**src/design/sbln_pkg.sv**
```systemverilog
// Shared constants, register codes and state type of the spectrum band level normalizer.
`timescale 1ns / 1ps
package sbln_pkg;

  localparam int NumBands  = 16;
  localparam int BandW     = 4;
  localparam int IdxW      = $clog2(NumBands);
  localparam int MagW      = 15;
  localparam int OffW      = 10;
  localparam int FracW     = 8;
  localparam int LevelW    = 8;
  localparam int ProdW     = MagW + FracW;
  localparam int CntW      = $clog2(FracW);
  localparam int L12Base   = 8;

  localparam int CfgAddrW  = 5;
  localparam int CfgDataW  = 32;

  localparam int InTdataW  = 24;
  localparam int OutTdataW = 40;
  localparam int OutTuserW = 2;

  localparam logic [OffW-1:0]   OffBand0Rst = OffW'(100);
  localparam logic [OffW-1:0]   OffBand1Rst = OffW'(50);
  localparam logic [OffW-1:0]   OffBand2Rst = OffW'(15);
  localparam logic [OffW-1:0]   OffBand3Rst = OffW'(10);
  localparam logic [OffW-1:0]   OffRestRst  = OffW'(3);
  localparam logic [FracW-1:0]  DecayRst    = FracW'(248);
  localparam logic [LevelW-1:0] FloorRst    = LevelW'(4);

  typedef enum logic [2:0] {
    RegOffBand0  = 3'd0,
    RegOffBand1  = 3'd1,
    RegOffBand2  = 3'd2,
    RegOffBand3  = 3'd3,
    RegOffRest   = 3'd4,
    RegPeakDecay = 3'd5,
    RegPeakFloor = 3'd6
  } cfg_reg_e;

  typedef enum logic [2:0] {
    StIdle,
    StMul,
    StPeak,
    StDiv,
    StDone
  } sbln_state_e;

endpackage

```
**src/design/spectrum_band_level_normalizer.sv**
```systemverilog
// Top level of the spectrum band level normalizer: registers, peak tracking and output stage.
//
//   Channel  Direction  Handshake          Payload
//   s_axis   in         tvalid / tready    tdata: band_index, magnitude
//   m_axis   out        tvalid / tready    tdata: result fields, tuser: view valid flags
//   apb      in         psel / penable     paddr, pwdata, prdata
//
// A request passes through acceptance, the serial peak-decay multiply, forming the peak,
// the serial divider, its registered done flag, and the result load.
// A band index out of range skips the arithmetic and goes from the multiply state straight to the result load.
// Reset clears the configuration to its defaults and all per-band peaks and levels to zero.
// A stalled result holds in the output register; the next request is taken meanwhile.
`timescale 1ns / 1ps
module spectrum_band_level_normalizer import sbln_pkg::*; (
  input  logic                 clk_i,
  input  logic                 rst_ni,
  input  logic                 s_axis_tvalid_i,
  output logic                 s_axis_tready_o,
  // Fields from bit 0: band_index[3:0], magnitude[18:4], zero fill.
  input  logic [InTdataW-1:0]  s_axis_tdata_i,
  output logic                 m_axis_tvalid_o,
  input  logic                 m_axis_tready_i,
  // Fields from bit 0: out_band[3:0], level[11:4], at_peak[12], level8[20:13],
  // level12_index[24:21], level12[32:25], zero fill.
  output logic [OutTdataW-1:0] m_axis_tdata_o,
  // Fields from bit 0: level8_valid[0], level12_valid[1].
  output logic [OutTuserW-1:0] m_axis_tuser_o,
  input  logic                 psel_i,
  input  logic                 penable_i,
  input  logic                 pwrite_i,
  input  logic [CfgAddrW-1:0]  paddr_i,
  input  logic [CfgDataW-1:0]  pwdata_i,
  output logic [CfgDataW-1:0]  prdata_o,
  output logic                 pready_o
);

  sbln_state_e state_q, state_d;

  logic [OffW-1:0]   off0_q, off1_q, off2_q, off3_q, offr_q;
  logic [FracW-1:0]  decay_q;
  logic [LevelW-1:0] floor_q;
  logic              cfg_we;
  cfg_reg_e          cfg_sel;

  logic [MagW-1:0]   peak_mem_q [NumBands];
  logic [LevelW-1:0] level_mem_q [NumBands];

  logic [BandW-1:0]  in_band;
  logic [MagW-1:0]   in_mag;
  logic [OffW-1:0]   in_off;
  logic [MagW-1:0]   in_n;
  logic              accept;

  logic [BandW-1:0]  band_q;
  logic [MagW-1:0]   n_q;
  logic [MagW-1:0]   peak_q;
  logic [ProdW-1:0]  acc_q;
  logic [FracW-1:0]  dec_q;
  logic [CntW-1:0]   cnt_q;
  logic [IdxW-1:0]   idx;
  logic [IdxW-1:0]   idx_prev;
  logic              in_range;

  logic [MagW-1:0]   decayed;
  logic [MagW-1:0]   peak_d;
  logic [MagW-1:0]   max_dn;
  logic              div_start;
  logic              div_done;
  logic [LevelW-1:0] quot;

  logic              load_out;
  logic              mul_last;
  logic [LevelW-1:0] lvl_res;
  logic [LevelW:0]   pair_sum;
  logic              odd;

  logic [BandW-1:0]  ob_q;
  logic [LevelW-1:0] lvl_q, l8_q, l12_q;
  logic [BandW-1:0]  l12i_q;
  logic              atp_q, l8v_q, l12v_q, mvalid_q;

  assign pready_o = 1'b1;
  assign cfg_we   = psel_i && penable_i && pwrite_i;
  assign cfg_sel  = cfg_reg_e'(paddr_i[CfgAddrW-1:2]);

  always_ff @(posedge clk_i or negedge rst_ni) begin
    if (!rst_ni) begin
      off0_q  <= OffBand0Rst;
      off1_q  <= OffBand1Rst;
      off2_q  <= OffBand2Rst;
      off3_q  <= OffBand3Rst;
      offr_q  <= OffRestRst;
      decay_q <= DecayRst;
      floor_q <= FloorRst;
    end else if (cfg_we) begin
      unique case (cfg_sel)
        RegOffBand0:  off0_q  <= pwdata_i[OffW-1:0];
        RegOffBand1:  off1_q  <= pwdata_i[OffW-1:0];
        RegOffBand2:  off2_q  <= pwdata_i[OffW-1:0];
        RegOffBand3:  off3_q  <= pwdata_i[OffW-1:0];
        RegOffRest:   offr_q  <= pwdata_i[OffW-1:0];
        RegPeakDecay: decay_q <= pwdata_i[FracW-1:0];
        RegPeakFloor: floor_q <= pwdata_i[LevelW-1:0];
        default: ;
      endcase
    end
  end

  always_comb begin
    unique case (cfg_sel)
      RegOffBand0:  prdata_o = CfgDataW'(off0_q);
      RegOffBand1:  prdata_o = CfgDataW'(off1_q);
      RegOffBand2:  prdata_o = CfgDataW'(off2_q);
      RegOffBand3:  prdata_o = CfgDataW'(off3_q);
      RegOffRest:   prdata_o = CfgDataW'(offr_q);
      RegPeakDecay: prdata_o = CfgDataW'(decay_q);
      RegPeakFloor: prdata_o = CfgDataW'(floor_q);
      default:      prdata_o = '0;
    endcase
  end

  assign in_band = s_axis_tdata_i[BandW-1:0];
  assign in_mag  = s_axis_tdata_i[BandW+MagW-1:BandW];

  always_comb begin
    case (in_band)
      BandW'(0): in_off = off0_q;
      BandW'(1): in_off = off1_q;
      BandW'(2): in_off = off2_q;
      BandW'(3): in_off = off3_q;
      default:   in_off = offr_q;
    endcase
  end

  assign in_n = (in_mag > MagW'(in_off)) ? (in_mag - MagW'(in_off)) : '0;

  assign s_axis_tready_o = (state_q == StIdle);
  assign accept          = s_axis_tvalid_i && s_axis_tready_o;

  assign idx      = band_q[IdxW-1:0];
  assign idx_prev = {band_q[IdxW-1:1], 1'b0};
  assign in_range = (int'(band_q) < NumBands);
  assign odd      = band_q[0];
  assign mul_last = (cnt_q == CntW'(FracW - 1));

  always_ff @(posedge clk_i or negedge rst_ni) begin
    if (!rst_ni) begin
      state_q <= StIdle;
    end else begin
      state_q <= state_d;
    end
  end

  always_comb begin
    state_d   = state_q;
    div_start = 1'b0;
    load_out  = 1'b0;
    unique case (state_q)
      StIdle: begin
        if (accept) begin
          state_d = StMul;
        end
      end
      StMul: begin
        if (!in_range) begin
          state_d = StDone;
        end else if (mul_last) begin
          state_d = StPeak;
        end
      end
      StPeak: begin
        div_start = 1'b1;
        state_d   = StDiv;
      end
      StDiv: begin
        if (div_done) begin
          state_d = StDone;
        end
      end
      StDone: begin
        if (!mvalid_q || m_axis_tready_i) begin
          load_out = 1'b1;
          state_d  = StIdle;
        end
      end
      default: state_d = StIdle;
    endcase
  end

  assign decayed = acc_q[ProdW-1:FracW];
  assign max_dn  = (n_q > decayed) ? n_q : decayed;
  assign peak_d  = (MagW'(floor_q) > max_dn) ? MagW'(floor_q) : max_dn;

  always_ff @(posedge clk_i) begin
    if (accept) begin
      band_q <= in_band;
      n_q    <= in_n;
      acc_q  <= '0;
      dec_q  <= decay_q;
      cnt_q  <= '0;
    end else if (state_q == StMul) begin
      acc_q <= {acc_q[ProdW-2:0], 1'b0}
             + (dec_q[FracW-1] ? ProdW'(peak_mem_q[idx]) : '0);
      dec_q <= {dec_q[FracW-2:0], 1'b0};
      cnt_q <= cnt_q + CntW'(1);
    end
    if (state_q == StPeak) begin
      peak_q <= peak_d;
    end
  end

  sbln_div u_div (
    .clk_i      (clk_i),
    .rst_ni     (rst_ni),
    .start_i    (div_start),
    .dividend_i (n_q),
    .divisor_i  (peak_d),
    .done_o     (div_done),
    .quotient_o (quot)
  );

  assign lvl_res  = (peak_q == '0) ? '0 : quot;
  assign pair_sum = {1'b0, lvl_res} + {1'b0, level_mem_q[idx_prev]};

  always_ff @(posedge clk_i or negedge rst_ni) begin
    if (!rst_ni) begin
      for (int i = 0; i < NumBands; i++) begin
        peak_mem_q[i]  <= '0;
        level_mem_q[i] <= '0;
      end
    end else begin
      if (state_q == StPeak) begin
        peak_mem_q[idx] <= peak_d;
      end
      if (load_out && in_range) begin
        level_mem_q[idx] <= lvl_res;
      end
    end
  end

  always_ff @(posedge clk_i or negedge rst_ni) begin
    if (!rst_ni) begin
      mvalid_q <= 1'b0;
    end else if (load_out) begin
      mvalid_q <= 1'b1;
    end else if (m_axis_tready_i) begin
      mvalid_q <= 1'b0;
    end
  end

  always_ff @(posedge clk_i) begin
    if (load_out) begin
      ob_q <= band_q;
      if (!in_range) begin
        lvl_q  <= '0;
        atp_q  <= 1'b0;
        l8v_q  <= 1'b0;
        l8_q   <= '0;
        l12v_q <= 1'b0;
        l12i_q <= '0;
        l12_q  <= '0;
      end else begin
        lvl_q <= lvl_res;
        atp_q <= (n_q == peak_q);
        l8v_q <= odd;
        l8_q  <= odd ? pair_sum[LevelW:1] : '0;
        if (int'(band_q) < L12Base) begin
          l12v_q <= 1'b1;
          l12i_q <= band_q;
          l12_q  <= lvl_res;
        end else if (odd) begin
          l12v_q <= 1'b1;
          l12i_q <= BandW'(L12Base) + {2'b00, band_q[2:1]};
          l12_q  <= pair_sum[LevelW:1];
        end else begin
          l12v_q <= 1'b0;
          l12i_q <= '0;
          l12_q  <= '0;
        end
      end
    end
  end

  assign m_axis_tvalid_o = mvalid_q;
  assign m_axis_tdata_o  = {7'b0, l12_q, l12i_q, l8_q, atp_q, lvl_q, ob_q};
  assign m_axis_tuser_o  = {l12v_q, l8v_q};

  a_peak_bounds: assert property (@(posedge clk_i) disable iff (!rst_ni)
    (state_q == StDiv) |-> (peak_q >= MagW'(floor_q) && peak_q >= n_q))
    else $error("peak below floor or below magnitude");

  a_at_peak_level: assert property (@(posedge clk_i) disable iff (!rst_ni)
    (m_axis_tvalid_o && atp_q) |-> (lvl_q == '1 || lvl_q == '0))
    else $error("at_peak set with a partial level");

  a_level8_odd: assert property (@(posedge clk_i) disable iff (!rst_ni)
    (m_axis_tvalid_o && l8v_q) |-> ob_q[0])
    else $error("eight-band value on an even band");

  a_level12_low: assert property (@(posedge clk_i) disable iff (!rst_ni)
    (m_axis_tvalid_o && l12v_q && !l8v_q) |-> (int'(ob_q) < L12Base))
    else $error("twelve-band value on an even upper band");

endmodule

```
**src/design/sbln_div.sv**
```systemverilog
// Bit-serial restoring divider computing n * 255 / peak, one quotient bit per cycle.
`timescale 1ns / 1ps
module sbln_div import sbln_pkg::*; (
  input  logic              clk_i,
  input  logic              rst_ni,
  input  logic              start_i,
  input  logic [MagW-1:0]   dividend_i,
  input  logic [MagW-1:0]   divisor_i,
  output logic              done_o,
  output logic [LevelW-1:0] quotient_o
);

  logic [MagW-1:0]   rem_q, rem_d;
  logic [LevelW-1:0] lo_q, lo_d;
  logic [LevelW-1:0] quot_q, quot_d;
  logic [MagW-1:0]   div_q, div_d;
  logic [CntW-1:0]   cnt_q, cnt_d;
  logic              busy_q, busy_d;
  logic              done_q, done_d;
  logic [ProdW-1:0]  prod;
  logic [MagW:0]     trial;
  logic [MagW:0]     diff;
  logic              take;

  // The quotient never exceeds 255 because n is never above the peak.
  assign prod  = {dividend_i, {FracW{1'b0}}} - {{FracW{1'b0}}, dividend_i};
  assign trial = {rem_q, lo_q[LevelW-1]};
  assign diff  = trial - {1'b0, div_q};
  assign take  = (trial >= {1'b0, div_q});

  always_comb begin
    rem_d  = rem_q;
    lo_d   = lo_q;
    quot_d = quot_q;
    div_d  = div_q;
    cnt_d  = cnt_q;
    busy_d = busy_q;
    done_d = 1'b0;
    if (start_i) begin
      rem_d  = prod[ProdW-1:FracW];
      lo_d   = prod[FracW-1:0];
      div_d  = divisor_i;
      quot_d = '0;
      cnt_d  = '0;
      busy_d = 1'b1;
    end else if (busy_q) begin
      rem_d  = take ? diff[MagW-1:0] : trial[MagW-1:0];
      lo_d   = {lo_q[LevelW-2:0], 1'b0};
      quot_d = {quot_q[LevelW-2:0], take};
      cnt_d  = cnt_q + CntW'(1);
      if (cnt_q == CntW'(LevelW - 1)) begin
        busy_d = 1'b0;
        done_d = 1'b1;
      end
    end
  end

  always_ff @(posedge clk_i or negedge rst_ni) begin
    if (!rst_ni) begin
      busy_q <= 1'b0;
      done_q <= 1'b0;
      cnt_q  <= '0;
    end else begin
      busy_q <= busy_d;
      done_q <= done_d;
      cnt_q  <= cnt_d;
    end
  end

  always_ff @(posedge clk_i) begin
    rem_q  <= rem_d;
    lo_q   <= lo_d;
    quot_q <= quot_d;
    div_q  <= div_d;
  end

  assign done_o     = done_q;
  assign quotient_o = quot_q;

endmodule
```
**config.mk**
```make
export PLATFORM = sky130hd
export DESIGN_NAME = spectrum_band_level_normalizer
export DESIGN_NICKNAME = d
export VERILOG_FILES = /design/src/design/sbln_pkg.sv /design/src/design/spectrum_band_level_normalizer.sv /design/src/design/sbln_div.sv
export SDC_FILE = /design/constraint.sdc
export NUM_CORES = 1
export LEC_CHECK = 0
export ABC_CLOCK_PERIOD_IN_PS = 6000
export BUFFER_PORTS_ARGS = -buffer_cell sky130_fd_sc_hd__clkbuf_2
export CORE_MARGIN = 3
export CORE_UTILIZATION = 62
export CTS_CLUSTER_SIZE = 12
export DETAILED_ROUTE_END_ITERATION = 6
export PLACE_DENSITY_LB_ADDON = 0.2
export SETUP_SLACK_MARGIN = 0.5
export SYNTH_ARGS = -nofsm -noshare
export SYNTH_HDL_FRONTEND = slang
export SYNTH_SLANG_ARGS = --single-unit
export TNS_END_PERCENT = 20
```
**constraint.sdc**
```tcl
create_clock -name clk_i -period 6 [get_ports clk_i]
set_input_delay 0.6 -clock clk_i [delete_from_list [all_inputs] [get_ports clk_i]]
set_output_delay 0.6 -clock clk_i [all_outputs]
set_load 0.01 [all_outputs]
```
# == After elaboration in Yosys (flattened, before gate mapping) ==
# Cells that the tools add are included.
# totals
out_inout_bits,77
regBits,592
word_cells,169
inputBits,68
# classes
n_mux,48
magnitude_cmp,8
add_sub_neg,8
n_reduce_logical,21
n_bitwise,2
eq_ne,20
# ops
operator,count
$bwmux W240,1
$mux W15,9
$bwmux W128,1
$mux W8,10
$pmux W10 S7,1
$bmux W15 S4,1
$demux W15 S4,1
$pmux W10 S4,1
$bmux W8 S4,1
$demux W8 S4,1
$add A23 B15 Y23,1
$sub A23 B15 Y23,1
$eq A3 B3 Y1 const B,6
$mux W3,6
$ge A16 B15 Y1,1
$eq A15 B15 Y1,1
$gt A15 B10 Y1,1
$gt A15 B15 Y1,1
$gt A8 B15 Y1,1
$logic_not A15 Y1,1
$pmux W3 S5,1
$sub A15 B10 Y15,1
$sub A15 B15 Y15,1
$reduce_and A2 Y1,7
22 further kinds,50

# == Longest topological paths before layout ==
# logic_depth
depth_word,7
mapped_depth,22
depth_no_buf,17

# == By module ==
# A second synthesis with hierarchy kept.
# unflattened
cells_unflattened,2324
hier_area_um2,26705.6
# modules_own_cells
module,area_per_inst_um2,cells_per_inst,n_inst,seq_area_each_um2
spectrum_band_level_normalizer,23276.1,1978,1,12186.7
sbln_div,3429.5,346,1,1426.4

# == Worst setup path after synthesis ==
# No wires, ideal clock.
# synth_path
path_kind,register to register
from,register n_q[0]
to,register peak_mem_q[106] (netlist bit)
t_arrival_ns,4.967
synth_period_minus_slack_ns,5.093
setup_time_ns,0.126
required_time_ns,5.874
n_path_buf,5
path_stages_with_launch,22
setup_slack_ns,0.907
cell_sequence,edfxtp_1 clkbuf_1 inv_1 ha_1 nand3b_1 a21oi_1 o31ai_2 a21oi_1 buf_2 mux2i_1 clkbuf_1 ha_1 a21o_1 a21oi_1 o21ai_0 a221oi_1 and2_1 a211o_1 buf_4 clkbuf_1 nor3_1 a221o_1
# synth_between
elab_chain_cells,5
# synth_lines
item,line,text
start: declaration,spectrum_band_level_normalizer.sv:55,logic [MagW-1:0] n_q;
start signal: assignment,spectrum_band_level_normalizer.sv:197,n_q <= in_n;
$gt A15 B15 Y1,spectrum_band_level_normalizer.sv:191,assign max_dn = (n_q > decayed) ? n_q : decayed;
$mux W15 (*),spectrum_band_level_normalizer.sv:191,
$gt A8 B15 Y1,spectrum_band_level_normalizer.sv:192,assign peak_d = (MagW'(floor_q) > max_dn) ? MagW'(floor_q) : max_dn;
$mux W15 (*),spectrum_band_level_normalizer.sv:192,
$bwmux W240 (*),spectrum_band_level_normalizer.sv:233,peak_mem_q[idx] <= peak_d;
end signal: indexed assignment,spectrum_band_level_normalizer.sv:233,
end: declaration,spectrum_band_level_normalizer.sv:45,logic [MagW-1:0] peak_mem_q [NumBands];
# Mark *: on every way between the ends. The rest lies on a longest branch, timed or not.
# A chain may end at the register's enable or synchronous reset.

# == Worst setup path after layout ==
# layout_path
from,register n_q[4]
to,register peak_mem_q[49] (netlist bit)
# Same word-level chain as after synthesis.

==> results_dict.tcl <==
set metrics [dict create \
    layout-area-overhead-vs-synth_pct 8.75 \
    clk_pin_slew_worst_paths_ns 0.06 \
    ctsHtreeMaxLevel 2 \
    synth_largest_type_area_fraction_pct 32.4 \
    path_max_fanout 96 \
    die_width_um 217 \
    vdd.ir_drop.worst_mv 0.265 \
    die-height_um 217 \
    place.detailed.instances 3252 \
    synth-seq-cells 512 \
    worst_pin_slew_ns 1.30 \
    grt_antenna_before_repair 1 \
    overflow 0 \
    cts_root_buffer "clkbuf_16" \
    start_util_pct 63.5 \
    report.final.setup_viol 0 \
    skew_ns 0.0281 \
    worst-r2r-cell-count 16 \
    failing_checks "DRC" \
    slowest_stage "a221oi_1" \
    drt_pass_1_iters 7 \
    combined_flip_flop_and_latch_cell_area_um2 13200 \
    max-slew-margin-rel_pct 13.1 \
    fin_nets 2879 \
    crit_path_start_kind "flop" \
    layout_min_cycle_time_ns 5.12 \
    cp_data_arrival_time_ns 5.59 \
    clock_path_buffers 3 \
    hold_class "input pin to flop" \
    n_fill_cell 3232 \
    first_pass_grt_wire_length_mm 116 \
    synthDominantAreaCellType "dfrtp_1" \
    synth_top_cells_by_area "dfrtp_1, edfxtp_1, mux4_2" \
    crit_chain "ha_1, a211oi_1, nor2_1, o31ai_2, a21oi_4, mux2i_1, ha_1, a21o_1, a21oi_1, o21ai_0, a221oi_1, and2_1, a211o_2, buf_12, nor3_1, a221o_1" \
    yosys_warnings 0 \
    detail_route.drc_violations 14 \
    route.antenna.remaining_nets 0 \
    synth.cell_area_um2 27700 \
    dpl-instance-area_um2 28400 \
    endpoint_kind "flop" \
    synth-seq-area-share_pct 47.5 \
    drt_first_iter_violations 2164 \
    synthDistinctLibCells 75 \
    ios 145 \
    avgSynthCellArea_um2 10.1 \
    cell_seen_most_often_among_critical_path_stages "ha_1" \
    vias 21500 \
    clk-insertion-delay-late_ns 0.60 \
    finish.utilization_pct 69.1 \
    critPathRequiredTime_ns 6.48 \
    fin_area_um2 30200 \
    synth_async_sr_flop_share_pct 74.0 \
    finish.cell_count_without_fillers 3358 \
    min_period_over_period_pct 85.3 \
    report.final.slew_viol_count 0 \
    buffer_ports.inserted 85 \
    cts_buffers 54 \
    synth_ff_type "dfrtp_1" \
    unrepaired_setup_endpoints_after_global_routing "false" \
    timing_hold_violations_final 0 \
    vias_per_cell 6.40 \
    power.density_cell_area_nw_per_um2 381 \
    syn_inst 2734 \
    fp.dieArea_um2 47300 \
    first_global_vias 21400 \
    grt_max_degree 171 \
    hold_depth 1 \
    power_leakage_uw 0.0130 \
    timing.setup.critical_path_class "flop to flop" \
    result_of_the_run "complete, but fails checks" \
    tritoncts "built" \
    gp_congestion 0.914 \
    max-cap-violations 0 \
    drive_gt1_share_pct 16.3 \
    fin_worst_hold_slack_ns 0.197 \
    coreArea_um2 43600 \
    tritoncts_num_sinks 512 \
    critical-path-max-stage-delay_ns 0.57 \
    grt_usage_pct 31.1 \
    post-dp-hpwl_mm 47.7 \
    totalNegativeSetupSlack_ns 0 \
    number_of_enable_flip_flop_cells_after_synthesis 99 \
    max_clock_freq_ghz 0.195 \
    drt-total-wl_mm 73.2 \
    multi_input_area_um2 13400 \
    post_drt_wl_per_cell_um 21.8 \
    fp-row-count 76 \
]
## report_power, final
group          internal [µW]  total (µW)  leakage, µW  switching (µW)
combinational           1380        3410      0.00587            2030
sequential              4370        4870      0.00632             498
clock                   1830        3200     0.000819            1370
## registers in the layout, summed over array words and instances (netlist names), 8 cells and up
register          count
level_mem_q          64
off0_q               10
l12_q                 8
n_q                  15
lvl_q                 8
acc_q                23
decay_q               8
peak_q               15
peak_mem_q          240
dec_q                 8
floor_q               8
off2_q               10
off3_q               10
off1_q               10
l8_q                  8
u_div.lo_q            8
u_div.quotient_o      8
offr_q               10
u_div.rem_q          15
## worst max-delay path: cells and delay by family, from the launching register on
family                     cells  cell delay [ns]
AOI/OAI and AO/OA              9             2.54
adders and majority gates      2             0.68
buffers and inverters          1             0.34
DFF                            1             0.56
muxes                          1             0.27
and+or+nand+nor                3             0.50
## per-layer routing
metal | GRT usage, % | share of wire (%) | vias up
li1 | - | - | 9710
met1 | 41.7 | 40 | 10700
met2 | 51.1 | 49 | 922
met3 | 5.53 | 7.7 | 175
met4 | 11.8 | 3.6 | 0
met5 | 0 | 0 | -
## synthesized netlist by cell type, types with 10 or more instances
cell type and number:
edfxtp_1 99, buf_4 37, dfxtp_1 34, ha_1 80, o21a_1 13, nand3_1 81, a31oi_1 12, o21ai_0 294
nand2b_1 16, a221o_1 36, buf_2 12, a21o_1 13, dfrtp_1 359, mux2_2 93, mux4_2 107, buf_1 17
mux2i_1 49, nand4_1 75, and2_1 20, inv_1 83, dfstp_2 20, o22ai_1 17, o31ai_1 17, a21oi_1 75
clkbuf_1 160, nor2_1 211, nor2b_1 16, nor3_1 68, nand2_1 419, xnor2_1 59, or3_1 13, xor2_1 10
## final cells by class
class | instances | share of cell area [%]
multi-input combinational | 1942 | 44.4
clock inverter | 9 | 0.170
timing repair buffer | 134 | 2.92
inverter | 83 | 1.03
sequential | 512 | 43.6
tap | 585 | 2.43
clock buffer | 92 | 5.39
antenna | 1 | 0.00830
## cells in the final DEF, fill, tap and decap left out, types with 75 or more instances in the layout
master and count:
nand4_1 75, o21ai_0 294, ha_1 80, nor2_1 210, mux2_2 93, clkbuf_2 84
mux4_2 107, dfrtp_1 359, inv_1 83, nand2_1 419, nand3_1 81, edfxtp_1 99
## path summary, 6_finish.rpt
| kind | to | start | slack, ns |
|---|---|---|---|
| min in group asynchronous | peak_mem_q[4] | rst_ni | 0.55 |
| hold / removal | band_q[2] | s_axis_tdata_i[2] | 0.20 |
| setup / recovery | peak_mem_q[49] | n_q[4] | 0.88 |
| setup reg to reg | peak_mem_q[49] | n_q[4] | 0.88 |
| max in group asynchronous | u_div.cnt_q[0] | rst_ni | 4.02 |
| hold reg to reg | acc_q[16] | acc_q[16] | 0.47 |
## per-stage QoR
step | total power (µW) | worst slack (ns)
after global placement | 8040 | 0.803
after CTS | 11400 | 0.564
after floorplan | 7260 | 0.907
final | 11500 | 0.884
after detailed placement | 8230 | 0.540
after global routing | 12100 | 0.515
## kinds of logic (layout without fill, tap and decap cells)
| group | count (synthesis) | count (layout) | share of synthesized area (%) |
|---|---|---|---|
| simple gates | 967 | 967 | 15.7 |
| mux | 250 | 250 | 14.3 |
| flops | 512 | 512 | 47.5 |
| compound gates | 541 | 542 | 11.7 |
| other cells | 2 | 31 | 0.0271 |
| buf+inv | 309 | 318 | 4.74 |
| fa+ha+maj | 84 | 84 | 3.90 |
| xor+xnor | 69 | 69 | 2.18 |
## what timing repair did
item                                    4_1_cts  5_1_grt
endpoints found under the setup margin        0      119
setup buffers                                 0        1
endpoints found under the hold margin        44        0
hold buffers                                  1        0
gates resized for setup                       0        1
No activity file was read; power rests on OpenSTA's default activity.
